**src/rtl/mrtb_pkg.sv**
```systemverilog
// ----------------------------------------------------------------------------
// mrtb_pkg - shared definitions for the minimal-radix token converter
// Character classes, digit decoding, status codes and default sizes.
// ----------------------------------------------------------------------------
package mrtb_pkg;

    // Default depth of the digit buffer.
    localparam int MAX_LEN_DEF = 32;

    localparam int CHAR_W   = 8;
    localparam int DIGIT_W  = 6;
    localparam int RADIX_W  = 6;
    localparam int VALUE_W  = 32;
    localparam int STATUS_W = 2;

    // Result status codes.
    localparam logic [STATUS_W-1:0] STATUS_OK       = 2'd0;
    localparam logic [STATUS_W-1:0] STATUS_BAD_CHAR = 2'd1;
    localparam logic [STATUS_W-1:0] STATUS_TOO_LONG = 2'd2;

    // Decoded character: ok is set for a letter or a decimal digit.
    typedef struct packed {
        logic               ok;
        logic [DIGIT_W-1:0] val;
    } digit_t;

    // Whitespace (tab to carriage return, space) and the byte 0xFF.
    function automatic logic is_separator(input logic [CHAR_W-1:0] c);
        return (c == 8'h20) || ((c >= 8'h09) && (c <= 8'h0D)) || (c == 8'hFF);
    endfunction

    // Digits give 0 to 9, letters of either case give 10 to 35.
    function automatic digit_t digit_of(input logic [CHAR_W-1:0] c);
        digit_t           d;
        logic [CHAR_W-1:0] t;
        d = '0;
        t = '0;
        if ((c >= 8'h30) && (c <= 8'h39)) begin
            t = c - 8'h30;
            d.ok = 1'b1;
        end else if ((c >= 8'h41) && (c <= 8'h5A)) begin
            t = c - 8'h37;
            d.ok = 1'b1;
        end else if ((c >= 8'h61) && (c <= 8'h7A)) begin
            t = c - 8'h57;
            d.ok = 1'b1;
        end
        d.val = t[DIGIT_W-1:0];
        return d;
    endfunction

endpackage

```
**src/rtl/min_radix_token_to_binary.sv**
```systemverilog
// ----------------------------------------------------------------------------
// min_radix_token_to_binary - character stream to minimal-radix integers
// Gathers alphanumeric tokens, then converts each in its smallest radix.
// ----------------------------------------------------------------------------
//
//  Channel  Direction  tdata                          tuser         tlast
//  s_       in         [7:0] char_code                -             end_of_input
//  m_       out        [5:0] radix, [37:6] value      [1:0] status  -
//
// A character word is taken while the block is idle; digits are written into
// the digit buffer in the same cycle. Closing a token of n buffered digits
// walks the buffer through one shared multiply-add unit, one digit per cycle,
// and the result word appears when the walk ends. A bad character gives its
// result word at once. The input is stalled while a walk runs, and while a
// result word is held back by m_tready. Reset (aresetn low at a clock edge)
// clears the token state and any pending result; the digit buffer needs no
// clearing.
// ----------------------------------------------------------------------------
module min_radix_token_to_binary #(
    parameter int MAX_LEN = mrtb_pkg::MAX_LEN_DEF
) (
    input  logic        aclk,
    input  logic        aresetn,

    input  logic        s_tvalid,
    output logic        s_tready,
    input  logic [7:0]  s_tdata,   // [7:0] char_code
    input  logic        s_tlast,   // end_of_input

    output logic        m_tvalid,
    input  logic        m_tready,
    output logic [39:0] m_tdata,   // [5:0] radix, [37:6] value, [39:38] zero
    output logic [7:0]  m_tuser    // [1:0] status, [7:2] zero
);

    // Address width of the buffer and width of the length counter, which must
    // also hold MAX_LEN itself.
    localparam int AW = (MAX_LEN > 1) ? $clog2(MAX_LEN) : 1;
    localparam int LW = $clog2(MAX_LEN + 1);
    localparam int DW = mrtb_pkg::DIGIT_W;
    localparam int VW = mrtb_pkg::VALUE_W;
    localparam int RW = mrtb_pkg::RADIX_W;
    localparam int SW = mrtb_pkg::STATUS_W;

    // Sequencer: idle takes characters, walk converts the buffered token.
    localparam logic ST_IDLE = 1'b0;
    localparam logic ST_WALK = 1'b1;

    logic                state_reg, state_next;
    logic [LW-1:0]       len_reg, len_next;
    logic [DW-1:0]       largest_reg, largest_next;
    logic                overlong_reg, overlong_next;
    logic [LW-1:0]       rd_idx_reg, rd_idx_next;
    logic                mac_v_reg, mac_v_next;
    logic [VW-1:0]       acc_reg, acc_next;
    logic                out_valid_reg, out_valid_next;
    logic [RW-1:0]       out_radix_reg, out_radix_next;
    logic [VW-1:0]       out_value_reg, out_value_next;
    logic [SW-1:0]       out_status_reg, out_status_next;
    logic [DW-1:0]       rd_data_reg;

    // Digit buffer; entries at and above the token length are never read.
    logic [DW-1:0]       digit_mem [MAX_LEN];

    logic                wr_en;
    logic [AW-1:0]       wr_addr;
    logic [DW-1:0]       wr_data;
    logic                rd_en;

    logic                accept;
    logic                out_free;
    logic                sep;
    mrtb_pkg::digit_t    dig;
    logic [RW-1:0]       radix_cur;
    logic [VW+RW-1:0]    prod;
    logic [VW-1:0]       mac;

    assign out_free = !out_valid_reg || m_tready;
    assign s_tready = (state_reg == ST_IDLE) && out_free;
    assign accept   = s_tvalid && s_tready;

    assign sep = mrtb_pkg::is_separator(s_tdata);
    assign dig = mrtb_pkg::digit_of(s_tdata);

    // The shared unit: one multiply by the radix and one add of a digit.
    assign radix_cur = RW'(largest_reg) + RW'(1);
    assign prod      = acc_reg * radix_cur;
    assign mac       = prod[VW-1:0] + VW'(rd_data_reg);

    always_comb begin
        state_next      = state_reg;
        len_next        = len_reg;
        largest_next    = largest_reg;
        overlong_next   = overlong_reg;
        rd_idx_next     = rd_idx_reg;
        mac_v_next      = mac_v_reg;
        acc_next        = acc_reg;
        out_valid_next  = out_valid_reg;
        out_radix_next  = out_radix_reg;
        out_value_next  = out_value_reg;
        out_status_next = out_status_reg;
        wr_en           = 1'b0;
        wr_addr         = len_reg[AW-1:0];
        wr_data         = dig.val;
        rd_en           = 1'b0;

        if (out_valid_reg && m_tready) begin
            out_valid_next = 1'b0;
        end

        case (state_reg)
            ST_IDLE: begin
                if (accept) begin
                    if (sep) begin
                        // A separator closes a pending token; end mark adds nothing.
                        if (len_reg != '0) begin
                            state_next  = ST_WALK;
                            rd_idx_next = '0;
                            mac_v_next  = 1'b0;
                            acc_next    = '0;
                        end
                    end else if (!dig.ok) begin
                        // Bad character: report it and drop the token.
                        out_valid_next  = 1'b1;
                        out_radix_next  = '0;
                        out_value_next  = '0;
                        out_status_next = mrtb_pkg::STATUS_BAD_CHAR;
                        len_next        = '0;
                        largest_next    = '0;
                        overlong_next   = 1'b0;
                    end else begin
                        if (len_reg < LW'(MAX_LEN)) begin
                            wr_en    = 1'b1;
                            len_next = len_reg + LW'(1);
                            if (dig.val > largest_reg) begin
                                largest_next = dig.val;
                            end
                        end else begin
                            overlong_next = 1'b1;
                        end
                        // The token holds at least this digit or the earlier ones.
                        if (s_tlast) begin
                            state_next  = ST_WALK;
                            rd_idx_next = '0;
                            mac_v_next  = 1'b0;
                            acc_next    = '0;
                        end
                    end
                end
            end
            ST_WALK: begin
                if (mac_v_reg) begin
                    acc_next = mac;
                end
                if (rd_idx_reg < len_reg) begin
                    rd_en       = 1'b1;
                    rd_idx_next = rd_idx_reg + LW'(1);
                    mac_v_next  = 1'b1;
                end else begin
                    // Last digit is in the unit: the output register is free here.
                    out_valid_next  = 1'b1;
                    out_radix_next  = radix_cur;
                    out_value_next  = mac;
                    out_status_next = overlong_reg ? mrtb_pkg::STATUS_TOO_LONG
                                                   : mrtb_pkg::STATUS_OK;
                    mac_v_next      = 1'b0;
                    len_next        = '0;
                    largest_next    = '0;
                    overlong_next   = 1'b0;
                    state_next      = ST_IDLE;
                end
            end
            default: begin
                state_next = ST_IDLE;
            end
        endcase
    end

    always_ff @(posedge aclk) begin
        if (!aresetn) begin
            state_reg     <= ST_IDLE;
            len_reg       <= '0;
            largest_reg   <= '0;
            overlong_reg  <= 1'b0;
            mac_v_reg     <= 1'b0;
            out_valid_reg <= 1'b0;
        end else begin
            state_reg     <= state_next;
            len_reg       <= len_next;
            largest_reg   <= largest_next;
            overlong_reg  <= overlong_next;
            mac_v_reg     <= mac_v_next;
            out_valid_reg <= out_valid_next;
        end
    end

    always_ff @(posedge aclk) begin
        rd_idx_reg     <= rd_idx_next;
        acc_reg        <= acc_next;
        out_radix_reg  <= out_radix_next;
        out_value_reg  <= out_value_next;
        out_status_reg <= out_status_next;
    end

    always_ff @(posedge aclk) begin
        if (wr_en) begin
            digit_mem[wr_addr] <= wr_data;
        end
        if (rd_en) begin
            rd_data_reg <= digit_mem[rd_idx_reg[AW-1:0]];
        end
    end

    assign m_tvalid = out_valid_reg;
    assign m_tdata  = {2'b00, out_value_reg, out_radix_reg};
    assign m_tuser  = {6'b000000, out_status_reg};

    // A bad-character word carries neither radix nor value.
    a_bad_is_empty: assert property (@(posedge aclk) disable iff (!aresetn)
        (out_valid_reg && (out_status_reg == mrtb_pkg::STATUS_BAD_CHAR))
            |-> ((out_radix_reg == '0) && (out_value_reg == '0)))
        else $error("bad-character word with nonzero payload");

    // A converted token always has a radix between one and thirty-six.
    a_radix_range: assert property (@(posedge aclk) disable iff (!aresetn)
        (out_valid_reg && (out_status_reg != mrtb_pkg::STATUS_BAD_CHAR))
            |-> ((out_radix_reg != '0) && (out_radix_reg <= RW'(36))))
        else $error("converted word with radix out of range");

    // The buffer never holds more than MAX_LEN digits.
    a_len_bound: assert property (@(posedge aclk) disable iff (!aresetn)
        len_reg <= LW'(MAX_LEN))
        else $error("token length beyond buffer depth");

    // A walk only starts with a non-empty token and never reads past it.
    a_walk_bound: assert property (@(posedge aclk) disable iff (!aresetn)
        (state_reg == ST_WALK) |-> ((len_reg != '0) && (rd_idx_reg <= len_reg)))
        else $error("walk index outside the buffered token");

endmodule
```
**config.mk**
```make
export PLATFORM = sky130hd
export DESIGN_NAME = min_radix_token_to_binary
export DESIGN_NICKNAME = d
export VERILOG_FILES = /design/src/rtl/mrtb_pkg.sv /design/src/rtl/min_radix_token_to_binary.sv
export SDC_FILE = /design/constraint.sdc
export NUM_CORES = 1
export LEC_CHECK = 0
export ABC_AREA = 1
export BUFFER_PORTS_ARGS = -buffer_cell sky130_fd_sc_hd__buf_4
export CAP_MARGIN = 20
export CORE_MARGIN = 3
export CORE_UTILIZATION = 45
export DETAILED_ROUTE_END_ITERATION = 8
export GPL_TIMING_DRIVEN = 0
export PLACE_DENSITY = 0.7
export SLEW_MARGIN = 30
export SYNTH_ARGS = -nofsm -noshare
export SYNTH_HDL_FRONTEND = slang
export SYNTH_SLANG_ARGS = --single-unit
```
**constraint.sdc**
```tcl
create_clock -name aclk -period 9.1 [get_ports aclk]
set_input_delay 2.275 -clock aclk [delete_from_list [all_inputs] [get_ports aclk]]
set_output_delay 2.275 -clock aclk [all_outputs]
set_load 0.1 [all_outputs]
```
==> results of run 1 <==
where the power goes:
part | switching (uW) | internal (uW) | leakage [uW]
logic | 914 | 400 | 0.00530
clock network | 543 | 671 | 0.000461
registers | 23.7 | 1540 | 0.00269
cells by family after synthesis:
logic type	after synthesis	share of synthesized area
fa+ha+maj	202	0.186
flops	292	0.476
xor+xnor	15	0.00726
buf+inv	330	0.0715
other cells	1	0.000207
simple gates	706	0.159
compound gates	331	0.100
tightest hold or removal path, delay by kind of cell (launching register included):
family / cells / cell delay, ps
AND/OR/NAND/NOR: 1 / 70
flip-flops: 1 / 330
AO/OA/AOI/OAI: 1 / 50
layout make-up:
| cell class | instances | area (um^2) | area share |
|---|---|---|---|
| sequential | 292 | 8610 | 0.426 |
| multi-input combinational | 1262 | 8240 | 0.408 |
| inverter | 259 | 972 | 0.0481 |
| clock buffer | 37 | 818 | 0.0405 |
| tap | 518 | 648 | 0.0321 |
| timing repair buffer | 54 | 445 | 0.0221 |
| buffer | 71 | 323 | 0.0160 |
| clock inverter | 16 | 141 | 0.00700 |
worst max path at each step:
| stage | startpoint | to | cells past startpoint |
|---|---|---|---|
| 6_report | largest_reg[0] | acc_reg[22] | 23 |
| 5_1_grt | largest_reg[0] | acc_reg[20] | 22 |
| 4_1_cts | largest_reg[0] | acc_reg[22] | 23 |
| 3_5_place_dp | largest_reg[0] | out_value_reg[22] | 23 |
| 3_3_place_gp | s_tdata[1] | acc_reg[19] | 12 |
| 2_1_floorplan | m_tready | acc_reg[0] | 6 |
synth_stat cells (all sizes together), types with 4 or more instances:
master	number	area, um^2
a21o	5	37.5
a21oi	78	394
a31oi	4	25.0
buf	23	143
clkbuf	48	180
dfxtp	16	320
edfxtp	276	8290
fa	112	2240
ha	90	1130
inv	256	961
nand2	269	1030
nand3	49	293
nand3b	5	50.1
nand4	11	68.8
nor2	358	1360
nor3	9	45.0
o21a	6	45.0
o21ai	167	843
o22ai	58	363
xnor2	4	35.0
xor2	11	96.3
per-layer routing:
| layer | vias to the layer above | track usage |
|---|---|---|
| met5 | - | 0 |
| li1 | 6403 | - |
| met4 | 0 | 0.0868 |
| met1 | 6684 | 0.282 |
| met3 | 128 | 0.0315 |
| met2 | 540 | 0.404 |
stage by stage:
step / worst slack, ps / instances / hold WS, ps / instance area, um^2
2_1_floorplan: 2880 / 1884 / 437 / 18100
3_3_place_gp: 2120 / 2453 / 454 / 19200
3_5_place_dp: 2980 / 2456 / 460 / 19200
4_1_cts: 2930 / 2509 / 478 / 20200
5_1_grt: 2580 / 2509 / 520 / 20200
6_report: 2880 / 2509 / 487 / 20200
==> qor.yml, run 1 <==
floorplanning:
  pin_count: 63
  rows: 72
  dieArea_mm2: 0.0427
  core_mm2: 0.0392
  start_util: 0.462
  die_h_um: 207
  die_w_um: 207
clock_tree:
  postCtsResizedCells: 0
  worst_skew_pair.late_latency_ps: 600
  cts-root-buf: "clkbuf_16"
  cts.clk_slew.worst_paths_ps: 70
  numCtsBuffers: 31
  cts_tree: "done"
  cts_setup_buffers: 0
  cts_htree_levels: 1
  ctsHoldBuffers: 0
  clockBufferDepth: 3
  cts_sinks: 292
detailed_routing:
  detail_route.iter0.violations: 1028
  wl_um: 48200
  m1WireLength_um: 18500
  avgRoutedWirePerCell_um: 19.2
  met2_length_um: 24300
  drc: 0
  wl_met3_um: 3350
  drt-vias-per-instance: 5.48
  antenna_left: 0
  first_pass_iters: 5
  maxUsedRoutingLayer: "met4"
  vias: 13800
setup_path:
  rr_endpoint: "acc_reg[22]"
  critPathKind: "register to register"
  cp_slowest_cell: "clkbuf_1"
  reg2reg_depth: 23
  critPathMaxFanout: 10
  crit_path_end_kind: "register"
  cpMostUsedCell: "inv_1"
  timing.rr.start: "largest_reg[0]"
  max_stage_delay_ps: 640
  setup.worst_path.start_class: "register"
  cpLargestDelayFamily: "adder cells"
  worstPathArrival_ps: 6520
  worstPathRequired_ps: 9410
  crit_chain: "buf_4 -> nand3_1 -> inv_1 -> nand2_1 -> nand2_1 -> clkbuf_1 -> clkbuf_1 -> nor2_1 -> fa_1 -> inv_1 -> fa_1 -> inv_1 -> fa_1 -> ha_1 -> ha_1 -> nand2_1 -> nor2_1 -> inv_1 -> nor2_1 -> inv_1 -> o31ai_1 -> xnor2_1 -> nor2_1"
  path_buf_inv: 8
  reg2reg_slack_ps: 2880
logic_synthesis:
  syn_area_mm2: 0.0181
  netlist_instances: 1877
  ys_warn_count: 0
  avgSynthCellArea_um2: 9.64
  yosysSeqAreaShare: 0.476
  ys_ff_latch: 292
  synth_flop_cell: "edfxtp_1"
  async_flop_share: 0
  ys_types: 46
  synth-edff-count: 276
power:
  power.density_mw_per_mm2: 202
  p_leak_uw: 0.00845
  ir_worst_vdd_mv: 0.170
  total_power_uw: 4090
sta:
  finalClockSkew_ps: 20.4
  fin_tns_setup_ps: 0
  tightest_slew_ps: 985
  hold_violations: 0
  drv_slew: 0
  fin_crit_sh: 0.683
  grt_setup_unrepaired: "no"
  report.final.setup_viol: 0
  max_freq_ghz: 0.161
  relSlewSlack: 0.340
  min_period_ps: 6220
min_path:
  whs_path_depth: 2
  hold_start: "overlong_reg"
  holdPathEnd: "overlong_reg"
  hp-class: "register to register"
layout:
  layout.nets: 2186
  drive_gt1_frac: 0.0779
  largest_reg_flops: 192
  antenna_cells: 0
  fillers: 3517
  syn_to_final_growth_pct: 11.6
  mostFrequentLayoutCells: "355 x nor2_1, 276 x edfxtp_1, 258 x nand2_1, 246 x inv_1, 155 x o21ai_0"
  fin_util: 0.515
  mostFrequentLayoutCell: "nor2_1"
grt:
  grt_util_all_layers: 0.228
  grt_pass1_wl_um: 75100
  grt_max_degree: 35
  antenna_found_initial: 0
  grt_pass1_vias: 13900
  overflow: 0
job:
  drv_cap: 0
placed_design:
  io_buffers: 51
  place_congestion: 1.01
  place_hpwl_um: 35400
status:
  status: "completed"
Power figures use the tool's default switching activity.
==> run 2, diff against run 1 <==
Settings changed: PLACE_DENSITY 0.7 to 0.72.
Clock period 9.1 ns to 5.68 ns, I/O delays scaled along.
==> qor.yml, run 2 (synthesis gave the netlist of run 1 again) <==
status:
  status: "completed"
layout:
  largest_reg_flops: 192  # unchanged
  fillers: 3519  # +0.057%
  antenna_cells: 0  # unchanged
  drive_gt1_frac: 0.0955  # +0.0177
  final_cell_count_no_fill: 2517  # +0.32%
  layout.nets: 2190  # +0.18%
  mostFrequentLayoutCells: "350 x nor2_1, 276 x edfxtp_1, 255 x nand2_1, 246 x inv_1, 151 x o21ai_0"
  fin_util: 0.523  # +0.00811
  mostFrequentLayoutCell: "nor2_1"
  syn_to_final_growth_pct: 13.3
power:
  power.internal_uw: 4480  # +72%
  ir_worst_vdd_mv: 0.280  # +65%
  pwr-share-clk: 0.330  # +0.033
  power.switching_uw: 2470  # +67%
  p_comb_frac: 0.310  # -0.011
  p_leak_uw: 0.00858  # +1.6%
  power.density_mw_per_mm2: 339  # +67%
  p_sw_frac: 0.355  # -0.00707
  pwr-share-seq: 0.360  # -0.022
clock_tree:
  cts.clk_slew.worst_paths_ps: 60  # about the same
  clockBufferDepth: 3  # unchanged
  cts_htree_levels: 2  # +1
  ctsHoldBuffers: 0  # unchanged
  cts_tree: "done"
  worst_skew_pair.late_latency_ps: 550  # -50 ps
  cts-root-buf: "clkbuf_16"
  cts_sinks: 292  # unchanged
  numCtsBuffers: 34  # +9.7%
setup_path:
  cpMostUsedCell: "inv_1"
  critPathKind: "register to register"
  path_buf_inv: 9  # +1
  worstPathArrival_ps: 5740  # -780 ps
  cp_slowest_cell: "fa_1"
  crit_path_end_kind: "register"
  cpLargestDelayFamily: "adder cells"
  worstPathRequired_ps: 5980  # -3430 ps
  critPathMaxFanout: 10  # unchanged
  setup.worst_path.start_class: "register"
  max_stage_delay_ps: 550  # -90 ps
floorplanning:
  rows: 72  # unchanged
  die_h_um: 207  # unchanged
  die_w_um: 207  # unchanged
  dieArea_mm2: 0.0427  # unchanged
  start_util: 0.462  # unchanged
  core_mm2: 0.0392  # unchanged
  pin_count: 63  # unchanged
grt:
  antenna_found_initial: 1  # +1
  overflow: 0  # unchanged
  grt_pass1_wl_um: 75800  # +1.0%
  grt_max_degree: 35  # unchanged
  grt_pass1_vias: 14100  # +1.8%
  grt_util_all_layers: 0.230  # +0.00225
placed_design:
  place_congestion: 1.01  # +0.62%
  place_ws_ps: -477  # -3460 ps
  place_inst: 2455  # -0.041%
  io_buffers: 51  # unchanged
  place_hpwl_um: 35600  # +0.45%
sta:
  min_period_ps: 5440  # -776 ps
  fin_ws_ps: 239  # -2640 ps
  holdWs_ps: 492  # +4.53 ps
  fin_tns_setup_ps: 0  # unchanged
  tightest_slew_ps: 822  # -163 ps
  drv_slew: 0  # unchanged
  fin_crit_sh: 0.958  # +0.275
  finalClockSkew_ps: 15.4  # -5.01 ps
  relSlewSlack: 0.450  # +0.111
  hold_violations: 0  # unchanged
  max_freq_ghz: 0.184  # +14%
  report.final.setup_viol: 0  # unchanged
detailed_routing:
  drt-vias-per-instance: 5.46  # -0.38%
  vias: 13700  # -0.058%
  drc: 0  # unchanged
  antenna_left: 0  # unchanged
  first_pass_iters: 6  # +1
  avgRoutedWirePerCell_um: 19.1  # -0.38%
  detail_route.iter0.violations: 1193  # +16%
  wl_um: 48100  # about the same
job:
  drv_cap: 0  # unchanged
min_path:
  hp-class: "register to register"
## run 2: changes by cell type in the layout (fill, tap and decap cells not counted), sizes merged
cell	change
clkinv	+1
clkbuf	-1
buf	+3
inv	+1
bufinv	+4
## run 2: worst paths after layout
check | start | end | slack, ps | cells after the start
hold reg to reg | largest_reg[5] | largest_reg[5] | 490 | 2
setup reg to reg | largest_reg[1] | out_value_reg[26] | 240 | 26
setup / recovery | largest_reg[1] | out_value_reg[26] | 240 | 26
hold / removal | largest_reg[5] | largest_reg[5] | 490 | 2
## run 2: power by group through the flow
stage | Sequential [uW] | Clock [uW] | Combinational [uW]
finish | 2500 | 2290 | 2150
global route | 2510 | 2400 | 2420
CTS | 2500 | 2320 | 2110
detailed placement | 2550 | 0 | 2090
global placement | 2550 | 0 | 2030
floorplan | 2730 | 0 | 1370
## run 2: stage by stage
step | total power, uW | instance area [um^2]
after detailed placement | 4630 | 19200
final | 6940 | 20500
after global placement | 4590 | 19200
after global routing | 7330 | 20500
after floorplan | 4090 | 18100
after CTS | 6930 | 20400
## run 2: layout make-up
type	instances	area [um^2]	area share
multi-input cells	1262	8320	0.406
plain buffers	70	343	0.0167
repair buffers	56	453	0.0221
clock buffers	38	876	0.0427
well taps	518	648	0.0316
inverters	259	972	0.0474
clock inverters	22	294	0.0143
flip-flops and latches	292	8610	0.420
## run 2: timing repair
| action | in CTS | in global routing |
|---|---|---|
| resized for setup | 11 | 35 |
| setup endpoints to repair | 40 | 38 |
| buffers inserted | 0 | 3 |
| pin swaps | 0 | 2 |
| hold endpoints to repair | 0 | 0 |
## run 2: worst register-to-register path, stage by stage, from the launching register on
cell,delay [ps]
dfxtp_1,380
ha_1,190
nand2_1,70
inv_1,120
nand3_1,100
nand2_2,250
inv_1,170
nand2_1,110
fa_1,460
fa_1,550
inv_1,60
fa_1,540
inv_1,50
fa_1,490
inv_1,50
ha_2,370
inv_1,70
nor3_2,190
inv_1,110
o21ai_4,210
inv_1,80
o21ai_2,180
nand2_1,80
inv_1,70
nor2_1,70
nor2_1,120
nor2_2,70
## run 2: per-layer routing
metal	vias up	share of wire	track usage
met3	104	0.068	0.0351
met1	6714	0.39	0.278
met2	513	0.51	0.417
met4	2	0.033	0.0824
li1	6414	-	-
met5	-	0.00027	0
==> run 3, diff against run 2 <==
Settings changed: CORE_MARGIN 3 to 2.
==> qor.yml, run 3 (synthesis gave the netlist of run 1 again) <==
status:
  status: "completed"
min_path:
  hold_start: "mac_v_reg"
  whs_path_depth: 2  # unchanged
  holdPathEnd: "mac_v_reg"
  hp-class: "register to register"
layout:
  final_cell_count_no_fill: 2526  # +0.36%
  mostFrequentLayoutCells: "352 x nor2_1, 276 x edfxtp_1, 256 x nand2_1, 246 x inv_1, 152 x o21ai_0"
  largest_reg_flops: 192  # unchanged
  fin_util: 0.515  # -0.00821
  layout.nets: 2193  # +0.14%
  drive_gt1_frac: 0.0960  # +0.000404
  antenna_cells: 0  # unchanged
  syn_to_final_growth_pct: 13.1
  mostFrequentLayoutCell: "nor2_1"
clock_tree:
  cts-root-buf: "clkbuf_16"
  cts.clk_slew.worst_paths_ps: 60  # about the same
  cts_htree_levels: 1  # -1
  clockBufferDepth: 3  # unchanged
  cts_sinks: 292  # unchanged
  ctsHoldBuffers: 0  # unchanged
  cts_tree: "done"
  worst_skew_pair.late_latency_ps: 600  # +50 ps
  numCtsBuffers: 31  # -8.8%
setup_path:
  crit_path_end_kind: "register"
  reg2reg_depth: 22  # -15%
  critPathMaxFanout: 10  # unchanged
  setup.worst_path.start_class: "register"
  rr_endpoint: "acc_reg[22]"
  worstPathRequired_ps: 5980  # about the same
  worstPathArrival_ps: 5760  # +20 ps
  timing.rr.start: "largest_reg[0]"
  reg2reg_slack_ps: 220  # -20 ps
  critPathKind: "register to register"
grt:
  antenna_found_initial: 1  # unchanged
  grt_max_degree: 35  # unchanged
  grt_pass1_vias: 13900  # -1.4%
  grt_util_all_layers: 0.234  # +0.00466
  overflow: 0  # unchanged
  grt_pass1_wl_um: 75100  # -0.90%
placed_design:
  place_inst: 2463  # +0.33%
  place_hpwl_um: 35600  # +0.22%
  place_congestion: 0.980  # -3.4%
  io_buffers: 51  # unchanged
sta:
  tightest_slew_ps: 847  # +25.4 ps
  relSlewSlack: 0.435  # -0.0149
  fin_crit_sh: 0.961  # +0.00347
  min_period_ps: 5460  # +19.7 ps
  report.final.setup_viol: 0  # unchanged
  drv_slew: 0  # unchanged
  finalClockSkew_ps: 17.5  # +2.04 ps
  max_freq_ghz: 0.183  # -0.36%
  holdWs_ps: 486  # -5.44 ps
  hold_violations: 0  # unchanged
  fin_tns_setup_ps: 0  # unchanged
detailed_routing:
  first_pass_iters: 6  # unchanged
  vias: 13900  # +0.96%
  detail_route.iter0.violations: 1161  # -2.7%
  drt-vias-per-instance: 5.49  # +0.60%
  avgRoutedWirePerCell_um: 19.3  # +0.81%
  antenna_left: 0  # unchanged
  drc: 0  # unchanged
  wl_um: 48700  # +1.2%
power:
  ir_worst_vdd_mv: 0.301  # +7.7%
  p_sw_frac: 0.358  # +0.00253
  pwr-share-clk: 0.310  # -0.020
  power.internal_uw: 4350  # -3.0%
  total_power_uw: 6770  # -2.6%
  p_comb_frac: 0.321  # +0.011
  power.switching_uw: 2420  # -1.9%
  power.density_mw_per_mm2: 330  # -2.4%
  pwr-share-seq: 0.370  # +0.010
  p_leak_uw: 0.00858  # about the same
floorplanning:
  die_h_um: 205  # -0.97%
  dieArea_mm2: 0.0418  # -1.9%
  core_mm2: 0.0397  # +1.4%
  rows: 73  # +1.4%
  die_w_um: 205  # -0.97%
  start_util: 0.456  # -0.00633
  pin_count: 63  # unchanged
job:
  drv_cap: 0  # unchanged
-- run 3: power by group through the flow --
stage | sequential [uW] | combinational (uW) | clock (uW)
6_report | 2500 | 2170 | 2100
2_1_floorplan | 2730 | 1370 | 0
5_1_grt | 2510 | 2430 | 2200
3_3_place_gp | 2550 | 2040 | 0
3_5_place_dp | 2550 | 2100 | 0
4_1_cts | 2500 | 2120 | 2120
-- run 3: final cells by class --
| class | count | area [um^2] |
|---|---|---|
| Buffer | 70 | 345 |
| Clock buffer | 35 | 812 |
| Clock inverter | 21 | 238 |
| Fill cell | 3583 | 19300 |
| Inverter | 259 | 972 |
| Multi-Input combinational cell | 1262 | 8310 |
| Sequential cell | 292 | 8610 |
| Tap cell | 525 | 657 |
| Timing Repair Buffer | 62 | 531 |
-- run 3: worst max-delay path: stages, from the launching register on --
cell,delay (ps)
dfxtp_1,360
buf_4,190
nand3_1,100
inv_1,100
nand4_1,150
nand2_4,180
clkbuf_4,280
nor2_1,100
fa_1,550
inv_1,60
fa_1,540
inv_1,60
fa_1,490
ha_1,310
ha_1,370
nand2_1,110
nor2_1,150
inv_1,70
nor2_1,170
inv_1,100
o31ai_2,390
xnor2_1,210
nor2_1,100
-- run 3: metal layers --
metal	up-vias	track usage	part of all wire	routed length (um)
met4	2	0.122	0.056	2710
met5	-	0	0.00027	13
li1	6414	-	-	-
met1	6715	0.279	0.38	18500
met2	596	0.401	0.49	23900
met3	152	0.0482	0.074	3610
-- run 3: timing repair --
item / in CTS / in global routing
endpoints found under the setup margin: 36 / 38
pin swaps: 0 / 6
buffers inserted: 0 / 8
gates cloned: 0 / 0
resized for setup: 12 / 32
-- run 3: how the worst max path moves through the flow --
stage | from | endpoint | slack [ps] | cells after the start
after floorplan | m_tready | acc_reg[0] | 310 | 6
after global placement | s_tdata[1] | acc_reg[20] | -560 | 12
after CTS | largest_reg[0] | out_value_reg[21] | 9 | 27
after detailed placement | largest_reg[0] | out_value_reg[22] | -520 | 23
after global routing | largest_reg[0] | out_value_reg[23] | -40 | 27
final | largest_reg[0] | acc_reg[22] | 220 | 22
-- run 3: per-stage QoR --
| stage | setup WS [ps] | instance area, um^2 |
|---|---|---|
| 6_report | 219 | 20500 |
| 5_1_grt | -42.9 | 20500 |
| 4_1_cts | 8.92 | 20300 |
| 3_5_place_dp | -519 | 19300 |
| 3_3_place_gp | -556 | 19200 |
| 2_1_floorplan | 312 | 18100 |
